==> src/design/ebtc_pkg.sv <==
package ebtc_pkg;

	localparam int unsigned DataWidth = 8;
	localparam int unsigned PrescaleWidth = 10;
	localparam int unsigned RegIndexWidth = 3;

	// Commands carried by an input request.
	localparam logic [1:0] CMD_TICK  = 2'd0;
	localparam logic [1:0] CMD_WRITE = 2'd1;
	localparam logic [1:0] CMD_CLEAR = 2'd2;
	localparam logic [1:0] CMD_FORCE = 2'd3;

	// Waveform generation modes; the unused code runs as normal mode.
	localparam logic [1:0] WAVE_NORMAL = 2'd0;
	localparam logic [1:0] WAVE_CTC    = 2'd1;
	localparam logic [1:0] WAVE_PWM    = 2'd2;

	// Compare output modes.
	localparam logic [1:0] COM_OFF    = 2'd0;
	localparam logic [1:0] COM_TOGGLE = 2'd1;
	localparam logic [1:0] COM_CLEAR  = 2'd2;
	localparam logic [1:0] COM_SET    = 2'd3;

	// Clock select codes.
	localparam logic [2:0] CS_STOP    = 3'd0;
	localparam logic [2:0] CS_DIV1    = 3'd1;
	localparam logic [2:0] CS_DIV8    = 3'd2;
	localparam logic [2:0] CS_DIV64   = 3'd3;
	localparam logic [2:0] CS_DIV256  = 3'd4;
	localparam logic [2:0] CS_DIV1024 = 3'd5;

	// Register indexes on the configuration port.
	localparam logic [RegIndexWidth-1:0] REG_WAVE_MODE   = 3'd0;
	localparam logic [RegIndexWidth-1:0] REG_COM_MODE    = 3'd1;
	localparam logic [RegIndexWidth-1:0] REG_CLOCK_SEL   = 3'd2;
	localparam logic [RegIndexWidth-1:0] REG_COMPARE     = 3'd3;
	localparam logic [RegIndexWidth-1:0] REG_OVF_IRQ_EN  = 3'd4;
	localparam logic [RegIndexWidth-1:0] REG_CMP_IRQ_EN  = 3'd5;

	typedef struct packed {
		logic [1:0]           command;
		logic [DataWidth-1:0] write_data;
	} item_t;

	typedef struct packed {
		logic [DataWidth-1:0] count_value;
		logic                 overflow_flag;
		logic                 compare_flag;
		logic                 compare_pin;
		logic                 pin_driven;
		logic                 interrupt_request;
	} result_t;

	typedef struct packed {
		logic [1:0]           wave_mode;
		logic [1:0]           compare_output_mode;
		logic [2:0]           clock_select;
		logic [DataWidth-1:0] compare_value;
		logic                 overflow_irq_enable;
		logic                 compare_irq_enable;
	} cfg_t;

	// Low prescaler bits that must be zero for a timer clock.
	function automatic logic [PrescaleWidth-1:0] prescale_mask(input logic [2:0] sel);
		logic [PrescaleWidth-1:0] mask;
		case (sel)
			CS_DIV8:    mask = 10'h007;
			CS_DIV64:   mask = 10'h03f;
			CS_DIV256:  mask = 10'h0ff;
			CS_DIV1024: mask = 10'h3ff;
			default:    mask = 10'h000;
		endcase
		return mask;
	endfunction

	function automatic logic clock_running(input logic [2:0] sel);
		return (sel == CS_DIV1) || (sel == CS_DIV8) || (sel == CS_DIV64) ||
			(sel == CS_DIV256) || (sel == CS_DIV1024);
	endfunction

	// Output latch update on a compare match outside fast PWM.
	function automatic logic match_level(input logic [1:0] com, input logic level);
		logic next_level;
		case (com)
			COM_TOGGLE: next_level = ~level;
			COM_CLEAR:  next_level = 1'b0;
			COM_SET:    next_level = 1'b1;
			default:    next_level = level;
		endcase
		return next_level;
	endfunction

endpackage

==> src/design/ebtc_cfg.sv <==
module ebtc_cfg (
	input  logic                                     clk,
	input  logic                                     arst_n,
	input  logic                                     cfg_valid,
	output logic                                     cfg_ready,
	input  logic [ebtc_pkg::RegIndexWidth-1:0]       cfg_index,
	input  logic [ebtc_pkg::DataWidth-1:0]           cfg_data,
	output ebtc_pkg::cfg_t                           cfg
);
	import ebtc_pkg::*;

	cfg_t cfg_q;

	assign cfg_ready = 1'b1;
	assign cfg = cfg_q;

	always_ff @(posedge clk or negedge arst_n) begin
		if (!arst_n) begin
			cfg_q <= '0;
		end else if (cfg_valid && cfg_ready) begin
			unique case (cfg_index)
				REG_WAVE_MODE:  cfg_q.wave_mode <= cfg_data[1:0];
				REG_COM_MODE:   cfg_q.compare_output_mode <= cfg_data[1:0];
				REG_CLOCK_SEL:  cfg_q.clock_select <= cfg_data[2:0];
				REG_COMPARE:    cfg_q.compare_value <= cfg_data;
				REG_OVF_IRQ_EN: cfg_q.overflow_irq_enable <= cfg_data[0];
				REG_CMP_IRQ_EN: cfg_q.compare_irq_enable <= cfg_data[0];
				default: ;
			endcase
		end
	end

endmodule

==> src/design/ebtc_core.sv <==
module ebtc_core #(
	parameter int unsigned COUNT_WIDTH = 8
) (
	input  logic               clk,
	input  logic               arst_n,
	input  ebtc_pkg::cfg_t     cfg,
	input  logic               advance,
	input  ebtc_pkg::item_t    item_s1,
	output ebtc_pkg::result_t  result_s2
);
	import ebtc_pkg::*;

	logic [PrescaleWidth-1:0] prescale_q, prescale_d;
	logic [COUNT_WIDTH-1:0]   counter_q, counter_d, counter_inc;
	logic                     ovf_q, ovf_d;
	logic                     cmp_q, cmp_d;
	logic                     level_q, level_d;
	logic                     is_pwm, match, wrap, timer_clk, driven;
	result_t                  result_d;

	assign is_pwm = (cfg.wave_mode == WAVE_PWM);
	assign match = (counter_q == COUNT_WIDTH'(cfg.compare_value));
	assign wrap = &counter_q;
	assign counter_inc = counter_q + COUNT_WIDTH'(1);
	assign prescale_d = (item_s1.command == CMD_TICK && clock_running(cfg.clock_select)) ?
		prescale_q + PrescaleWidth'(1) : prescale_q;
	assign timer_clk = (item_s1.command == CMD_TICK) && clock_running(cfg.clock_select) &&
		((prescale_d & prescale_mask(cfg.clock_select)) == '0);
	assign driven = (cfg.compare_output_mode != COM_OFF) &&
		!(is_pwm && cfg.compare_output_mode == COM_TOGGLE);

	always_comb begin
		counter_d = counter_q;
		ovf_d = ovf_q;
		cmp_d = cmp_q;
		level_d = level_q;
		case (item_s1.command)
			CMD_TICK: begin
				if (timer_clk) begin
					if (cfg.wave_mode == WAVE_CTC) begin
						counter_d = match ? '0 : counter_inc;
						if (!match && wrap) ovf_d = 1'b1;
						if (match) begin
							cmp_d = 1'b1;
							level_d = match_level(cfg.compare_output_mode, level_q);
						end
					end else if (is_pwm) begin
						counter_d = counter_inc;
						if (match) begin
							cmp_d = 1'b1;
							if (cfg.compare_output_mode == COM_CLEAR) level_d = 1'b0;
							else if (cfg.compare_output_mode == COM_SET) level_d = 1'b1;
						end
						// Reaching bottom takes priority over a match on the same clock.
						if (wrap) begin
							ovf_d = 1'b1;
							if (cfg.compare_output_mode == COM_CLEAR) level_d = 1'b1;
							else if (cfg.compare_output_mode == COM_SET) level_d = 1'b0;
						end
					end else begin
						counter_d = counter_inc;
						if (wrap) ovf_d = 1'b1;
						if (match) begin
							cmp_d = 1'b1;
							level_d = match_level(cfg.compare_output_mode, level_q);
						end
					end
				end
			end
			CMD_WRITE: counter_d = COUNT_WIDTH'(item_s1.write_data);
			CMD_CLEAR: begin
				if (item_s1.write_data[0]) ovf_d = 1'b0;
				if (item_s1.write_data[1]) cmp_d = 1'b0;
			end
			default: begin
				if (!is_pwm) level_d = match_level(cfg.compare_output_mode, level_q);
			end
		endcase
	end

	always_comb begin
		result_d.count_value = counter_d[DataWidth-1:0];
		result_d.overflow_flag = ovf_d;
		result_d.compare_flag = cmp_d;
		result_d.compare_pin = level_d;
		result_d.pin_driven = driven;
		result_d.interrupt_request = (ovf_d & cfg.overflow_irq_enable) |
			(cmp_d & cfg.compare_irq_enable);
	end

	always_ff @(posedge clk or negedge arst_n) begin
		if (!arst_n) begin
			prescale_q <= '0;
			counter_q <= '0;
			ovf_q <= 1'b0;
			cmp_q <= 1'b0;
			level_q <= 1'b0;
		end else if (advance) begin
			prescale_q <= prescale_d;
			counter_q <= counter_d;
			ovf_q <= ovf_d;
			cmp_q <= cmp_d;
			level_q <= level_d;
		end
	end

	always_ff @(posedge clk) begin
		if (advance) begin
			result_s2 <= result_d;
		end
	end

	property p_write_loads;
		@(posedge clk) disable iff (!arst_n)
		advance && item_s1.command == CMD_WRITE |=>
			counter_q == COUNT_WIDTH'($past(item_s1.write_data));
	endproperty
	a_write_loads: assert property (p_write_loads) else $error("count write not loaded");

	property p_clear_ovf;
		@(posedge clk) disable iff (!arst_n)
		advance && item_s1.command == CMD_CLEAR && item_s1.write_data[0] |=> !ovf_q;
	endproperty
	a_clear_ovf: assert property (p_clear_ovf) else $error("overflow flag not cleared");

	property p_count_held;
		@(posedge clk) disable iff (!arst_n)
		advance && (item_s1.command == CMD_CLEAR || item_s1.command == CMD_FORCE) |=>
			$stable(counter_q) && $stable(prescale_q);
	endproperty
	a_count_held: assert property (p_count_held) else $error("counter moved without a tick");

	property p_stopped;
		@(posedge clk) disable iff (!arst_n)
		advance && !clock_running(cfg.clock_select) |=> $stable(prescale_q);
	endproperty
	a_stopped: assert property (p_stopped) else $error("prescaler ran while stopped");

endmodule

==> src/design/eight_bit_timer_counter_pwm.sv <==
// A request accepted is registered into item_s1, and its result then into result_s2.
// One request per cycle while results are not stalled; timer state and result update together.
// The input stage stalls only while a finished result waits and is stalled itself.
// Reset (arst_n low) clears the prescaler, counter, flags, output latch,
// all configuration registers and both valid bits.
module eight_bit_timer_counter_pwm #(
	parameter int unsigned COUNT_WIDTH = 8
) (
	input  logic                                 clk,
	input  logic                                 arst_n,
	input  logic                                 item_valid,
	output logic                                 item_stall,
	input  ebtc_pkg::item_t                      item,
	output logic                                 result_valid,
	input  logic                                 result_stall,
	output ebtc_pkg::result_t                    result,
	input  logic                                 cfg_valid,
	output logic                                 cfg_ready,
	input  logic [ebtc_pkg::RegIndexWidth-1:0]   cfg_index,
	input  logic [ebtc_pkg::DataWidth-1:0]       cfg_data
);
	import ebtc_pkg::*;

	cfg_t  cfg;
	item_t item_s1;
	logic  valid_s1, valid_s2, advance, accept;

	// The stage-one request moves on whenever the result register is free or being taken.
	assign advance = valid_s1 && (!valid_s2 || !result_stall);
	assign item_stall = valid_s1 && !advance;
	assign accept = item_valid && !item_stall;
	assign result_valid = valid_s2;

	always_ff @(posedge clk or negedge arst_n) begin
		if (!arst_n) begin
			valid_s1 <= 1'b0;
			valid_s2 <= 1'b0;
		end else begin
			if (accept) valid_s1 <= 1'b1;
			else if (advance) valid_s1 <= 1'b0;
			if (advance) valid_s2 <= 1'b1;
			else if (!result_stall) valid_s2 <= 1'b0;
		end
	end

	always_ff @(posedge clk) begin
		if (accept) begin
			item_s1 <= item;
		end
	end

	ebtc_cfg u_cfg (
		.clk       (clk),
		.arst_n    (arst_n),
		.cfg_valid (cfg_valid),
		.cfg_ready (cfg_ready),
		.cfg_index (cfg_index),
		.cfg_data  (cfg_data),
		.cfg       (cfg)
	);

	ebtc_core #(
		.COUNT_WIDTH (COUNT_WIDTH)
	) u_core (
		.clk       (clk),
		.arst_n    (arst_n),
		.cfg       (cfg),
		.advance   (advance),
		.item_s1   (item_s1),
		.result_s2 (result)
	);

endmodule

==> config.mk <==
export PLATFORM = sky130hd
export DESIGN_NAME = eight_bit_timer_counter_pwm
export DESIGN_NICKNAME = d
export VERILOG_FILES = /design/src/design/ebtc_pkg.sv /design/src/design/ebtc_cfg.sv /design/src/design/ebtc_core.sv /design/src/design/eight_bit_timer_counter_pwm.sv
export SDC_FILE = /design/constraint.sdc
export NUM_CORES = 1
export LEC_CHECK = 0
export ABC_CLOCK_PERIOD_IN_PS = 3500
export BUFFER_PORTS_ARGS = -buffer_cell sky130_fd_sc_hd__buf_4
export CORE_ASPECT_RATIO = 0.8
export CORE_MARGIN = 2
export CORE_UTILIZATION = 40
export DETAILED_ROUTE_END_ITERATION = 10
export HOLD_SLACK_MARGIN = 0.06
export MAX_ROUTING_LAYER = met4
export SYNTH_ARGS = -nofsm -noshare
export SYNTH_HDL_FRONTEND = slang
export SYNTH_SLANG_ARGS = --single-unit
==> constraint.sdc <==
create_clock -name clk -period 3.5 [get_ports clk]
set_input_delay 0.525 -clock clk [delete_from_list [all_inputs] [get_ports clk]]
set_output_delay 0.525 -clock clk [all_outputs]
set_load 0.02 [all_outputs]
* Word-level counts from Yosys, hierarchy flattened *
Index checks and enable logic that the tools add are counted.

word-level totals
  bits in registers = 63
  input bits = 26
  word-level logic and storage cells = 112

operators by class
  $add $sub $neg = 2
  equality and inequality tests = 19
  mux-type cells = 33
  bitwise gates (word level) = 5
  reduce and logical (&&, ||, !) cells = 32

operator list
  cell                   count
  $pmux 10 s4            1
  $mux 8                 3
  $mux 1                 23
  $pmux 8 s2             1
  $eq 3x2->1 const B     4
  $eq 3x3->1 const B     4
  $reduce_and 2->1       6
  $add 10x1->10 const B  1
  $and 10x10->10         1
  $logic_not 10->1       1
  $mux 10                1
  $add 8x1->8 const B    1
  $eq 2x2->1 const B     4
  $eq 8x8->1             1
  $logic_and 1x1->1      8
  $reduce_and 8->1       1
  $eq 2x1->1 const B     3
  $eq 3x1->1 const B     2
  $logic_not 1->1        6
  $pmux 1 s2             3
  $logic_or 1x1->1       5
  $reduce_bool 2->1      2
  $logic_not 3->1        1
  $pmux 1 s3             1
  6 further kinds        7

* Depth between registers and ports, before layout *
Gate-level depths: netlist of the first run.

  word-level depth = 14
  mapped depth = 11
  mapped depth without buffers = 9

* Modules after synthesis *
From an unflattened synthesis of the first run, not the netlist that was laid out.

unflattened totals
  cells, all modules = 312
  area, all modules = 3,525.9 um^2

by module, submodules not included
  module                       instances  cells each  area each (um^2)  seq. area each (um^2)
  ebtc_core                    1          252         2,371.0           915.9
  ebtc_cfg                     1          42          762.0             425.4
  eight_bit_timer_counter_pwm  1          18          392.9             350.3

* Least setup slack after synthesis of the first run *
OpenSTA, ideal clock, no wires.

  kind = reg-to-reg
  from = register, netlist name item_s1[8]
  to = register u_core.result_s2[12] in the netlist's numbering, data pin
  setup time = 269 ps
  data arrival time = 2,328 ps
  required time = 3,231 ps
  path slack = 903 ps
  stages on the path, launching flop included = 12
  path buffers = 2
  clock period less this slack = 2,597 ps
  path through = edfxtp_1 inv_1 ha_1 buf_4 a21bo_4 nor4_4 nand4_1 a211oi_4 nand2_2 buf_4 o211ai_1 o211ai_1

between the ends
  word-level cells in the longest chain between the ends = 8
  elaborated cells on any way between the ends = 9
  classes of those cells = 1 x eq/ne; 3 x mux; 1 x bitwise; 4 x reduce/logical

RTL lines
  what                     line                                               RTL
  $logic_not 2->1          ebtc_core.sv:25, ebtc_core.sv:27, ebtc_core.sv:37
  $logic_and 1x1->1        ebtc_core.sv:25, ebtc_core.sv:27
  $mux 10                  ebtc_core.sv:25                                    assign prescale_d = (item_s1.command == CMD_TICK && clock_running(cfg.clock_select)) ?
  $and 10x10->10           ebtc_core.sv:28                                    ((prescale_d & prescale_mask(cfg.clock_select)) == '0);
  $logic_not 10->1         ebtc_core.sv:28
  $logic_and 1x1->1        ebtc_core.sv:27                                    assign timer_clk = (item_s1.command == CMD_TICK) && clock_running(cfg.clock_select) &&
  $mux 8                   ebtc_core.sv:39                                    if (timer_clk) begin
  $pmux 8 s2 *             ebtc_core.sv:37                                    case (item_s1.command)
  via u_core.counter_d[7]  ebtc_core.sv:14                                    logic [COUNT_WIDTH-1:0] counter_q, counter_d, counter_inc;
  end signal, assigned     ebtc_core.sv:109                                   result_s2 <= result_d;
  end, declared            ebtc_core.sv:9                                     output ebtc_pkg::result_t result_s2

Mark *: on every way through the listed nets, which the timed path passes. The rest lies on a longest branch.
A chain may end at the register's enable or synchronous reset.

* Worst setup path in the final report of the first run *
  from = register, netlist name item_s1[9]
  to = register u_core.result_s2[5] in the netlist's numbering, data pin

between the ends
  word-level cells in the longest chain between the ends = 8
  elaborated cells on any way between the ends = 9
  classes of those cells = 1 x eq/ne; 3 x mux; 1 x bitwise; 4 x reduce/logical

RTL lines
  what                     line
  $logic_not 2->1          ebtc_core.sv:25, ebtc_core.sv:27, ebtc_core.sv:37
  $logic_and 1x1->1        ebtc_core.sv:25, ebtc_core.sv:27
  $mux 10                  ebtc_core.sv:25
  $and 10x10->10           ebtc_core.sv:28
  $logic_not 10->1         ebtc_core.sv:28
  $logic_and 1x1->1        ebtc_core.sv:27
  $mux 8                   ebtc_core.sv:39
  $pmux 8 s2 *             ebtc_core.sv:37
  via u_core.counter_d[0]  ebtc_core.sv:14

Marked as above.

==> reports/metrics.yaml, run 1 <==
clock_network:
  clkSinkCount: 63
  clock-root-buffer: "clkbuf_8"
  cts_buffers: 9
  cts_resized: 0
  cts_buffer_depth: 2
  path_clk_slew_ns: 0.07
  clock_latency_ns: 0.35
  h-tree-depth: 3
  ctsHoldBuffers: 0
  cts_setup_buffers: 0
  cts_tree: "yes"
hold_path:
  hold_class: "in -> async"
sta:
  tns_ns: 0
  tightest_slew_ns: 0.635
  hold_viol_final: 0
  fin_worst_skew_ns: 0.00972
  slew_headroom: 0.577
  min_period_over_period: 0.847
  whs_ns: 0.170
  slew_viol_final: 0
  grt_setup_unrepaired: "no"
  fin_crit_ns: 2.96
  fmax_mhz: 337
  setup_viol_count_final: 0
logic_synthesis:
  ys_top_cells_by_count: "40 x dfrtp_1, 32 x nand2_1, 25 x nor2_1"
  ys_warn_count: 0
  ys.flop_type: "dfrtp_1"
  synth_seq_area_share: 0.484
  avgSynthCellArea_sq_um: 10.4
  synth_area_leader_cell: "dfrtp_1"
  ys_async_sr_fraction: 0.635
  synth_top_area_share: 0.286
  synth.most_common_cell: "dfrtp_1"
  syn_nets: 369
  synth_edf_count: 23
  synthCells: 336
  syn-cell-area_sq_mm: 0.00349
  synth_cell_type_count: 67
  synth_seq_cells: 63
  synth.area.top_cells: "dfrtp_1 29%, edfxtp_1 20%, mux2_2 4.5%"
grt:
  grt_pass1_wl_um: 13800
  antenna_found_initial: 0
  grt.total_usage: 0.198
  gr-total-overflow: 0
  first_global_vias: 2633
  grt_max_degree: 41
power_and_ir_drop:
  ir_drop_mv: 0.317
  power_leakage_nw: 1.67
  finalPower_mw: 2.37
  powerDensity_mw_per_mm2: 582
worst_setup_path:
  path_cells: "inv_1 -> ha_1 -> a21bo_4 -> nor4_1 -> nand4_1 -> a31oi_2 -> nand2_2 -> and2_1 -> a221o_1"
  slowest_stage: "edfxtp_1"
  worstPathBufferInverterCount: 1
  startpoint_type: "register"
  cp.arrival_ns: 3.06
  crit_type: "reg -> reg"
  path_delay_family: "simple AND/OR/NAND/NOR gates"
  crit_path_end_kind: "register"
  critPathMaxFanout: 17
  critPathMaxStageDelay_ns: 0.44
  critPathRequiredTime_ns: 3.60
die:
  initial_core_util: 0.412
  dieArea_sq_mm: 0.00950
  io_pins: 42
  die_h_um: 87.6
  die_x_um: 109
  core_sq_mm: 0.00848
  rows: 30
placement:
  place_inst: 476
  portBuffers: 40
  dp_hpwl_um: 5880
  place_congestion: 0.830
cells_and_area:
  drive_above_1_share: 0.221
  area_delta_synth_final_pct: 16.6
  instances_no_fill: 492
  nets: 408
  fin_util: 0.480
  antenna_cells: 0
routing:
  drtAntennaViolNets: 0
  drt_iter0_drc: 147
  drt-wirelength-per-cell_um: 17.0
  firstDrtPassIters: 4
  drc_errors: 0
  wl_um: 8350
  via_count: 2725
  vias_per_cell: 5.54
flow_run:
  maxCapViolCount: 0
outcome:
  outcome: "finished, final reports clean"
-- per-stage QoR --
stage          setup WS [ns]  area [sq um]
5_1_grt                0.254          4080
3_3_place_gp           0.690          3880
2_1_floorplan          0.903          3490
4_1_cts                0.555          4080
6_report               0.535          4080
3_5_place_dp           0.562          3880
-- worst register-to-register path: stages, from the launching register on --
cell and delay [ns]:
edfxtp_1 0.44, inv_1 0.10, ha_1 0.26, a21bo_4 0.29
nor4_1 0.31, nand4_1 0.16, a31oi_2 0.33, nand2_2 0.28
and2_1 0.25, a221o_1 0.30
-- where the power goes --
part	internal [mW]	total, mW	switching (mW)
logic	0.297	0.635	0.338
registers	0.916	1.11	0.192
clock network	0.345	0.628	0.283
total	1.56	2.37	0.814
-- registers in the layout, summed over array words and instances (netlist names) --
signal and cells:
u_core.cmp_q 1, u_core.result_s2 13, item_s1 10, u_cfg.cfg 17
u_core.prescale_q 10, u_core.counter_q 8, u_core.ovf_q 1, result_valid 1
u_core.level_q 1, valid_s1 1
-- cell type report --
cell class | count | area (sq um)
Clock buffer | 12 | 145
Clock inverter | 4 | 45.0
Multi-Input combinational cell | 242 | 1670
Inverter | 15 | 56.3
Tap cell | 112 | 140
Sequential cell | 63 | 1690
Timing Repair Buffer | 44 | 330
Fill cell | 814 | 4410
-- metal layers --
metal  vias up  share of wire  track usage
li1       1325              -            -
met4         0          0.016       0.0641
met1      1292           0.50        0.285
met2        98           0.42        0.274
met3        10          0.065       0.0476
met5         -              0            -
-- path summary, 6_finish.rpt --
path                              start                    to  slack (ns)  cells past startpoint
max                          item_s1[9]   u_core.result_s2[5]        0.54                      9
min                              arst_n              valid_s1        0.17                      1
max reg2reg                  item_s1[9]   u_core.result_s2[5]        0.54                      9
min reg2reg                u_core.cmp_q          u_core.cmp_q        0.49                      2
max in group asynchronous        arst_n  u_core.prescale_q[3]        2.95                      1
min in group clk                item[7]            item_s1[7]        0.35                      1
-- cells by family (layout without fill, tap and decap cells) --
family	count (synthesis)	count (layout)	share of synthesized area
xor+xnor	17	17	0.0426
flops	63	63	0.484
other cells	1	1	0.00107
compound gates	80	80	0.175
mux	14	14	0.0451
simple gates	123	123	0.188
fa+ha+maj	7	7	0.0251
buf+inv	31	75	0.0390
-- placed cells by master (no fill, tap or decap), drive strengths merged, types with 6 or more instances in the layout --
master / count
and3: 6
buf: 44
nand4: 6
mux2: 14
clkbuf: 12
dfrtp: 40
nor2: 25
nor2b: 6
nor3: 7
xor2: 10
xnor2: 7
a31oi: 10
o21ai: 20
nand2: 33
inv: 15
ha: 7
edfxtp: 23
nand3: 12
(Power assumes the default switching activity.)
==> run 2, diff against run 1 <==
--- a/config.mk
+++ b/config.mk
@@ -5,7 +5,7 @@
 export SDC_FILE = /design/constraint.sdc
 export NUM_CORES = 1
 export LEC_CHECK = 0
-export ABC_CLOCK_PERIOD_IN_PS = 3500
+export ABC_CLOCK_PERIOD_IN_PS = 2700
 export BUFFER_PORTS_ARGS = -buffer_cell sky130_fd_sc_hd__buf_4
 export CORE_ASPECT_RATIO = 0.8
 export CORE_MARGIN = 2
==> constraint.sdc (replaced) <==
create_clock -name clk -period 2.7 [get_ports clk]
set_input_delay 0.405 -clock clk [delete_from_list [all_inputs] [get_ports clk]]
set_output_delay 0.405 -clock clk [all_outputs]
set_load 0.02 [all_outputs]
==> run 2 against run 1 <==
Net effect:
- critical path depth is 1 lower
- clock skew is 0.0020 ns higher
- final cell count is 4.1% higher
- wire length is 3.6% higher
- combinational power is 54% higher
- fmax is 13% higher
- die area stayed put
- worst setup slack worse by 0.45 ns
- sequential cell count stayed put
==> reports/metrics.yaml, run 2 (synthesis results as in run 1) <==
clock_network:
  h-tree-depth: 3  # unchanged
  cts_tree: "yes"
  cts_buffers: 9  # unchanged
  clock_latency_ns: 0.35  # about the same
  path_clk_slew_ns: 0.08  # about the same
  clkSinkCount: 63  # unchanged
  clock-root-buffer: "clkbuf_8"
  cts_buffer_depth: 2  # unchanged
outcome:
  outcome: "finished, final reports clean"
routing:
  wl_um: 8650  # +3.6%
  firstDrtPassIters: 4  # unchanged
  drtAntennaViolNets: 0  # unchanged
  via_count: 2801  # +2.8%
  drt_iter0_drc: 183  # +24%
  drc_errors: 0  # unchanged
  vias_per_cell: 5.47  # -1.2%
  drt-wirelength-per-cell_um: 16.9  # -0.41%
sta:
  min_period_over_period: 0.968  # +0.121
  tightest_slew_ns: 0.634  # -0.00114 ns
  tns_ns: 0  # unchanged
  slew_headroom: 0.577  # +0.000760
  fin_crit_ns: 2.61  # -0.351 ns
  fmax_mhz: 383  # +13%
  fin_worst_skew_ns: 0.0117  # +0.00201 ns
  hold_viol_final: 0  # unchanged
  setup_viol_count_final: 0  # unchanged
  slew_viol_final: 0  # unchanged
placement:
  dp_hpwl_um: 6040  # +2.7%
  place_congestion: 0.874  # +5.3%
  portBuffers: 40  # unchanged
flow_run:
  maxCapViolCount: 0  # unchanged
worst_setup_path:
  slowest_stage: "dfrtp_1"
  critPathMaxStageDelay_ns: 0.50  # +0.06 ns
  cp.arrival_ns: 2.85  # -0.21 ns
  path_cells: "nand3_1 -> o21ai_0 -> nand4_1 -> a211oi_4 -> nand2_4 -> buf_4 -> a311o_1 -> o22a_1"
  crit_path_end_kind: "register"
  crit_type: "reg -> reg"
  startpoint_type: "register"
  critPathRequiredTime_ns: 2.93  # -0.67 ns
  critPathMaxFanout: 9  # -8
die:
  io_pins: 42  # unchanged
  dieArea_sq_mm: 0.00950  # unchanged
  die_h_um: 87.6  # unchanged
  core_sq_mm: 0.00848  # unchanged
  rows: 30  # unchanged
  die_x_um: 109  # unchanged
  initial_core_util: 0.412  # unchanged
grt:
  first_global_vias: 2687  # +2.1%
  antenna_found_initial: 0  # unchanged
  grt.total_usage: 0.199  # +0.00115
  grt_pass1_wl_um: 13900  # +0.86%
  gr-total-overflow: 0  # unchanged
  grt_max_degree: 41  # unchanged
power_and_ir_drop:
  ir_drop_mv: 0.416  # +31%
  finalPower_mw: 3.31  # +40%
  powerDensity_mw_per_mm2: 760  # +31%
  power_leakage_nw: 1.78  # +6.4%
cells_and_area:
  drive_above_1_share: 0.280  # +0.0589
  regArea_sq_mm: 0.00169  # unchanged
  n_fill_cell: 805  # -1.1%
  nets: 428  # +4.9%
  largest_reg_flops: 17  # unchanged
  area_delta_synth_final_pct: 24.8
  multi_input_area_sq_mm: 0.00176  # +5.8%
  antenna_cells: 0  # unchanged
  layout_commonest_cell: "buf_4"
  final_cell_mix: "61 x buf_4, 40 x dfrtp_1, 32 x nand2_1, 25 x nor2_1, 23 x edfxtp_1"
hold_path:
  hold_class: "in -> reg"
run 2: worst max-delay path: cells and delay by family (launching register included):
family                 cells  cell delay, ns
AND/OR/NAND/NOR            3            0.66
buffers and inverters      1            0.18
flip-flops                 1            0.50
AO/OA/AOI/OAI              4            1.16
run 2: worst paths after layout:
| kind | startpoint | endpoint | slack, ns | depth (start not counted) |
|---|---|---|---|---|
| max | u_core.prescale_q[2] | u_core.level_q | 0.09 | 8 |
| min | item[1] | item_s1[1] | 0.23 | 1 |
| max reg2reg | u_core.prescale_q[2] | u_core.level_q | 0.09 | 8 |
| min reg2reg | valid_s1 | result_valid | 0.49 | 1 |
| max in group asynchronous | arst_n | u_cfg.cfg[12] | 1.73 | 2 |
| min in group asynchronous | arst_n | valid_s1 | 0.58 | 2 |
run 2: report_power, final:
part	total, mW	internal, mW	leakage, nW	switching (mW)
combinational	0.978	0.463	0.955	0.515
sequential	1.42	1.19	0.720	0.230
clock	0.920	0.521	0.105	0.399
total	3.31	2.17	1.78	1.14
run 2: what timing repair did:
item                       4_1_cts  5_1_grt
gates resized for setup          4       14
cloned                           0        0
pin swaps                        0       12
buffers inserted                 0        4
hold endpoints to repair        21        0
hold buffers                     1        0
setup endpoints to repair       10       22
run 2: through the flow:
step	instances	area (sq um)	hold WS [ns]	setup slack [ns]	util
floorplan	336	3490	0.109	0.103	-
global placement	491	4000	0.432	0.0817	0.471
detailed placement	491	4000	0.433	-0.0801	0.471
CTS	508	4250	0.214	0.00343	0.501
global route	512	4360	0.207	-0.0138	0.514
finish	512	4360	0.229	0.0866	0.514
run 2: layout make-up:
| cell class | instances | share of cell area |
|---|---|---|
| Inverter | 15 | 0.0129 |
| Clock inverter | 7 | 0.0224 |
| Clock buffer | 9 | 0.0284 |
| Multi-Input combinational cell | 242 | 0.404 |
| Tap cell | 112 | 0.0321 |
| Timing Repair Buffer | 64 | 0.112 |
| Sequential cell | 63 | 0.388 |
run 2: metal layers:
layer  track usage  share of wire  up-vias
li1              -              -     1357
met3        0.0647          0.072        8
met1         0.279           0.48     1351
met5             -              0        -
met4        0.0583         0.0088        0
met2         0.274           0.43       85
==> run 3, diff against run 2 <==
--- a/config.mk
+++ b/config.mk
@@ -15,4 +15,5 @@
 export MAX_ROUTING_LAYER = met4
 export SYNTH_ARGS = -nofsm -noshare
 export SYNTH_HDL_FRONTEND = slang
+export SYNTH_HIERARCHICAL = 1
 export SYNTH_SLANG_ARGS = --single-unit
==> run 3 against run 2 <==
Net effect:
- first-iteration DRC count down 22%
- sequential cell count unchanged
- combinational power down 9.1%
- final cell count down 0.98%
- cell area up 4.1%
- area after synthesis up 0.90%
- the run now ends with negative setup slack left
- sequential share of layout area down 1.5 points
- clock skew down 0.0035 ns
- worst setup slack worse by 0.093 ns
- register-to-register slack worse by 0.09 ns
==> reports/metrics.yaml, run 3 <==
worst_setup_path:
  crit_type: "reg -> reg"
  slowest_stage: "a311o_2"
  path_delay_family: "compound AO/OA/AOI/OAI gates"
  startpoint_type: "register"
  critPathRequiredTime_ns: 2.82  # -0.11 ns
  regToRegEndpoint: "u_core/result_s2[6]"
  critPathMaxStageDelay_ns: 0.46  # -0.04 ns
  r2r_cells: 9  # +1
  reg2reg_setup_slack_ns: -0.007  # -0.09 ns
  crit_path_end_kind: "register"
  cp.arrival_ns: 2.82  # -0.03 ns
  worstPathBufferInverterCount: 1  # unchanged
  critPathMaxFanout: 5  # -4
  path_cells: "inv_2 -> ha_4 -> a21bo_4 -> nor4_4 -> a311oi_1 -> a311o_2 -> and3_4 -> a31o_1 -> a221o_1"
  r2r-start: "item_s1[9]"
logic_synthesis:
  synth.area.top_cells: "dfrtp_1 28%, edfxtp_1 20%, mux2_4 5.1%"
  avgSynthCellArea_sq_um: 11.3  # +8.7%
  syn-cell-area_sq_mm: 0.00353  # +0.90%
  synth_compound_area_frac: 0.154  # -0.0214
  muxShareOfSynthArea: 0.0703  # +0.0251
  synth_top_family_by_area: "simple AND/OR/NAND/NOR gates"
  ys_top_cells_by_count: "40 x dfrtp_1, 23 x edfxtp_1, 23 x nand2_1"
  synth_edf_count: 23  # unchanged
  syn_nets: 344  # -6.8%
  synth_top_area_share: 0.284  # -0.00254
  synth.most_common_cell: "dfrtp_1"
  synth_xor_xnor_area_share: 0.0571  # +0.0145
  synth_area_leader_cell: "dfrtp_1"
  synthSimpleGateAreaFrac: 0.181  # -0.00735
  ys_warn_count: 6  # +6
  synth_seq_cells: 63  # unchanged
  synthCells: 312  # -7.1%
  synthAdderAreaFrac: 0.0213  # -0.00377
  ys_async_sr_fraction: 0.635  # unchanged
  synth_seq_area_share: 0.480  # -0.00429
  synth_cell_type_count: 71  # +6.0%
  ys.flop_type: "dfrtp_1"
grt:
  antenna_found_initial: 0  # unchanged
  first_global_vias: 2601  # -3.2%
  grt.total_usage: 0.198  # -0.00114
  grt_max_degree: 41  # unchanged
  grt_pass1_wl_um: 13600  # -2.3%
  gr-total-overflow: 0  # unchanged
cells_and_area:
  instances_no_fill: 507  # -0.98%
  area_delta_synth_final_pct: 28.8
  nets: 422  # -1.4%
  n_fill_cell: 761  # -5.5%
  final_cell_mix: "78 x buf_4, 40 x dfrtp_1, 23 x edfxtp_1, 23 x nand2_1, 16 x nor2_1"
  final_area_sq_mm: 0.00454  # +4.1%
  largest_reg_flops: 17  # unchanged
  layout_commonest_cell: "buf_4"
  drive_above_1_share: 0.352  # +0.0719
  antenna_cells: 0  # unchanged
  fin_util: 0.533  # +0.0186
die:
  rows: 30  # unchanged
  die_h_um: 88.0  # +0.43%
  io_pins: 42  # unchanged
  dieArea_sq_mm: 0.00959  # +0.86%
  die_x_um: 109  # +0.43%
  core_sq_mm: 0.00852  # +0.44%
  initial_core_util: 0.414  # +0.00186
routing:
  via_count: 2820  # +0.68%
  firstDrtPassIters: 4  # unchanged
  vias_per_cell: 5.56  # +1.7%
  wl_um: 8810  # +1.8%
  drt_iter0_drc: 143  # -22%
  drc_errors: 0  # unchanged
  drtAntennaViolNets: 0  # unchanged
  drt-wirelength-per-cell_um: 17.4  # +2.9%
hold_path:
  holdPathStages: 1  # unchanged
  hold_class: "in -> reg"
  min-delay-start: "item[5]"
  holdPathEnd: "item_s1[5]"
placement:
  placed_area_sq_mm: 0.00412  # +3.0%
  place_congestion: 0.861  # -1.5%
  dpl_worst_slack_ns: -0.0411  # +0.0391 ns
  place_inst: 479  # -2.4%
  dp_hpwl_um: 5930  # -1.9%
  portBuffers: 40  # unchanged
sta:
  fmax_mhz: 369  # -3.4%
  slew_viol_final: 0  # unchanged
  fin_crit_ns: 2.71  # +0.0934 ns
  hold_viol_final: 0  # unchanged
  fin_ws_ns: -0.00682  # -0.0934 ns
  fin_worst_skew_ns: 0.00822  # -0.00351 ns
  min_period_over_period: 1.00  # +0.0346
  grt_setup_unrepaired: "yes"
  setup_viol_count_final: 1  # +1
  slew_headroom: 0.610  # +0.0327
  tightest_slew_ns: 0.585  # -0.0490 ns
clock_network:
  cts_buffers: 9  # unchanged
  cts_buffer_depth: 2  # unchanged
  cts_tree: "yes"
  h-tree-depth: 3  # unchanged
  path_clk_slew_ns: 0.07  # about the same
  clock-root-buffer: "clkbuf_8"
  clkSinkCount: 63  # unchanged
  clock_latency_ns: 0.36  # about the same
power_and_ir_drop:
  powerDensity_mw_per_mm2: 694  # -8.6%
  ir_drop_mv: 0.343  # -18%
  power_leakage_nw: 1.92  # +7.6%
outcome:
  outcome: "complete, but fails checks"
  failed_checks: "negative setup slack"
flow_run:
  maxCapViolCount: 0  # unchanged
==> run 3: changes by cell type in the layout (fill, tap and decap cells not counted), moves of 4 or more <==
cell,previous run,this run
a22oi_1,2,7
a31oi_1,8,4
buf_4,61,78
inv_1,14,7
mux2_2,14,3
mux2_4,0,12
nand2_1,32,23
nor2_1,25,16
nor2b_1,6,2
o21ai_0,13,9
o21ai_1,7,2
o31a_1,5,0
or3_1,5,1
==> run 3: cell families after synthesis <==
family / after synthesis
AO/OA/AOI/OAI: 72
XOR/XNOR: 23
flip-flops: 63
other: 1
AND/OR/NAND/NOR: 104
adder cells (fa/ha/maj): 6
buffers and inverters: 25
multiplexers: 18
==> run 3: final cells by class <==
class	instances	area, sq um	share of cell area
Timing Repair Buffer	82	629	0.139
Sequential cell	63	1690	0.373
Clock inverter	4	68.8	0.0152
Multi-Input combinational cell	225	1830	0.403
Inverter	9	33.8	0.00744
Tap cell	112	140	0.0309
Clock buffer	12	145	0.0320
==> run 3: per-layer routing <==
metal,global-route usage,part of all wire
met5,-,0
met4,0.0583,0.018
met3,0.0670,0.057
met2,0.293,0.45
met1,0.258,0.47
==> run 3: power breakdown <==
group / internal [mW] / total [mW] / switching, mW / leakage, nW
Sequential: 1.16 / 1.34 / 0.180 / 0.720
Combinational: 0.453 / 0.889 / 0.435 / 1.09
Clock: 0.541 / 0.924 / 0.383 / 0.108
Total: 2.15 / 3.15 / 0.998 / 1.92
==> run 3: how the worst max path moves through the flow <==
stage / start / to / cells after the start / slack (ns)
6_report: item_s1[9] / u_core/result_s2[6] / 9 / -0.007
5_1_grt: item_s1[9] / u_core/result_s2[6] / 9 / -0.06
4_1_cts: item_s1[9] / u_core/result_s2[2] / 12 / 0.02
3_5_place_dp: item_s1[9] / u_core/counter_q[7] / 10 / -0.04
3_3_place_gp: item_s1[8] / u_core/result_s2[2] / 11 / 0.02
2_1_floorplan: item_s1[8] / u_core/result_s2[6] / 9 / 0.02
==> run 3: timing repair <==
action,in CTS,in global routing
buffers inserted,1,9
hold buffers,1,0
resized for setup,1,25
endpoints found under the setup margin,6,16
hold endpoints to repair,40,0
pin swaps,3,17
gates cloned,0,1
==> run 3: per-stage QoR <==
step / total power [mW] / hold WS (ns) / setup TNS (ns)
2_1_floorplan: 1.87 / 0.109 / 0
3_3_place_gp: 2.16 / 0.430 / 0
3_5_place_dp: 2.18 / 0.435 / -0.0614
4_1_cts: 3.11 / 0.206 / 0
5_1_grt: 3.32 / 0.203 / -0.329
6_report: 3.15 / 0.218 / -0.00682
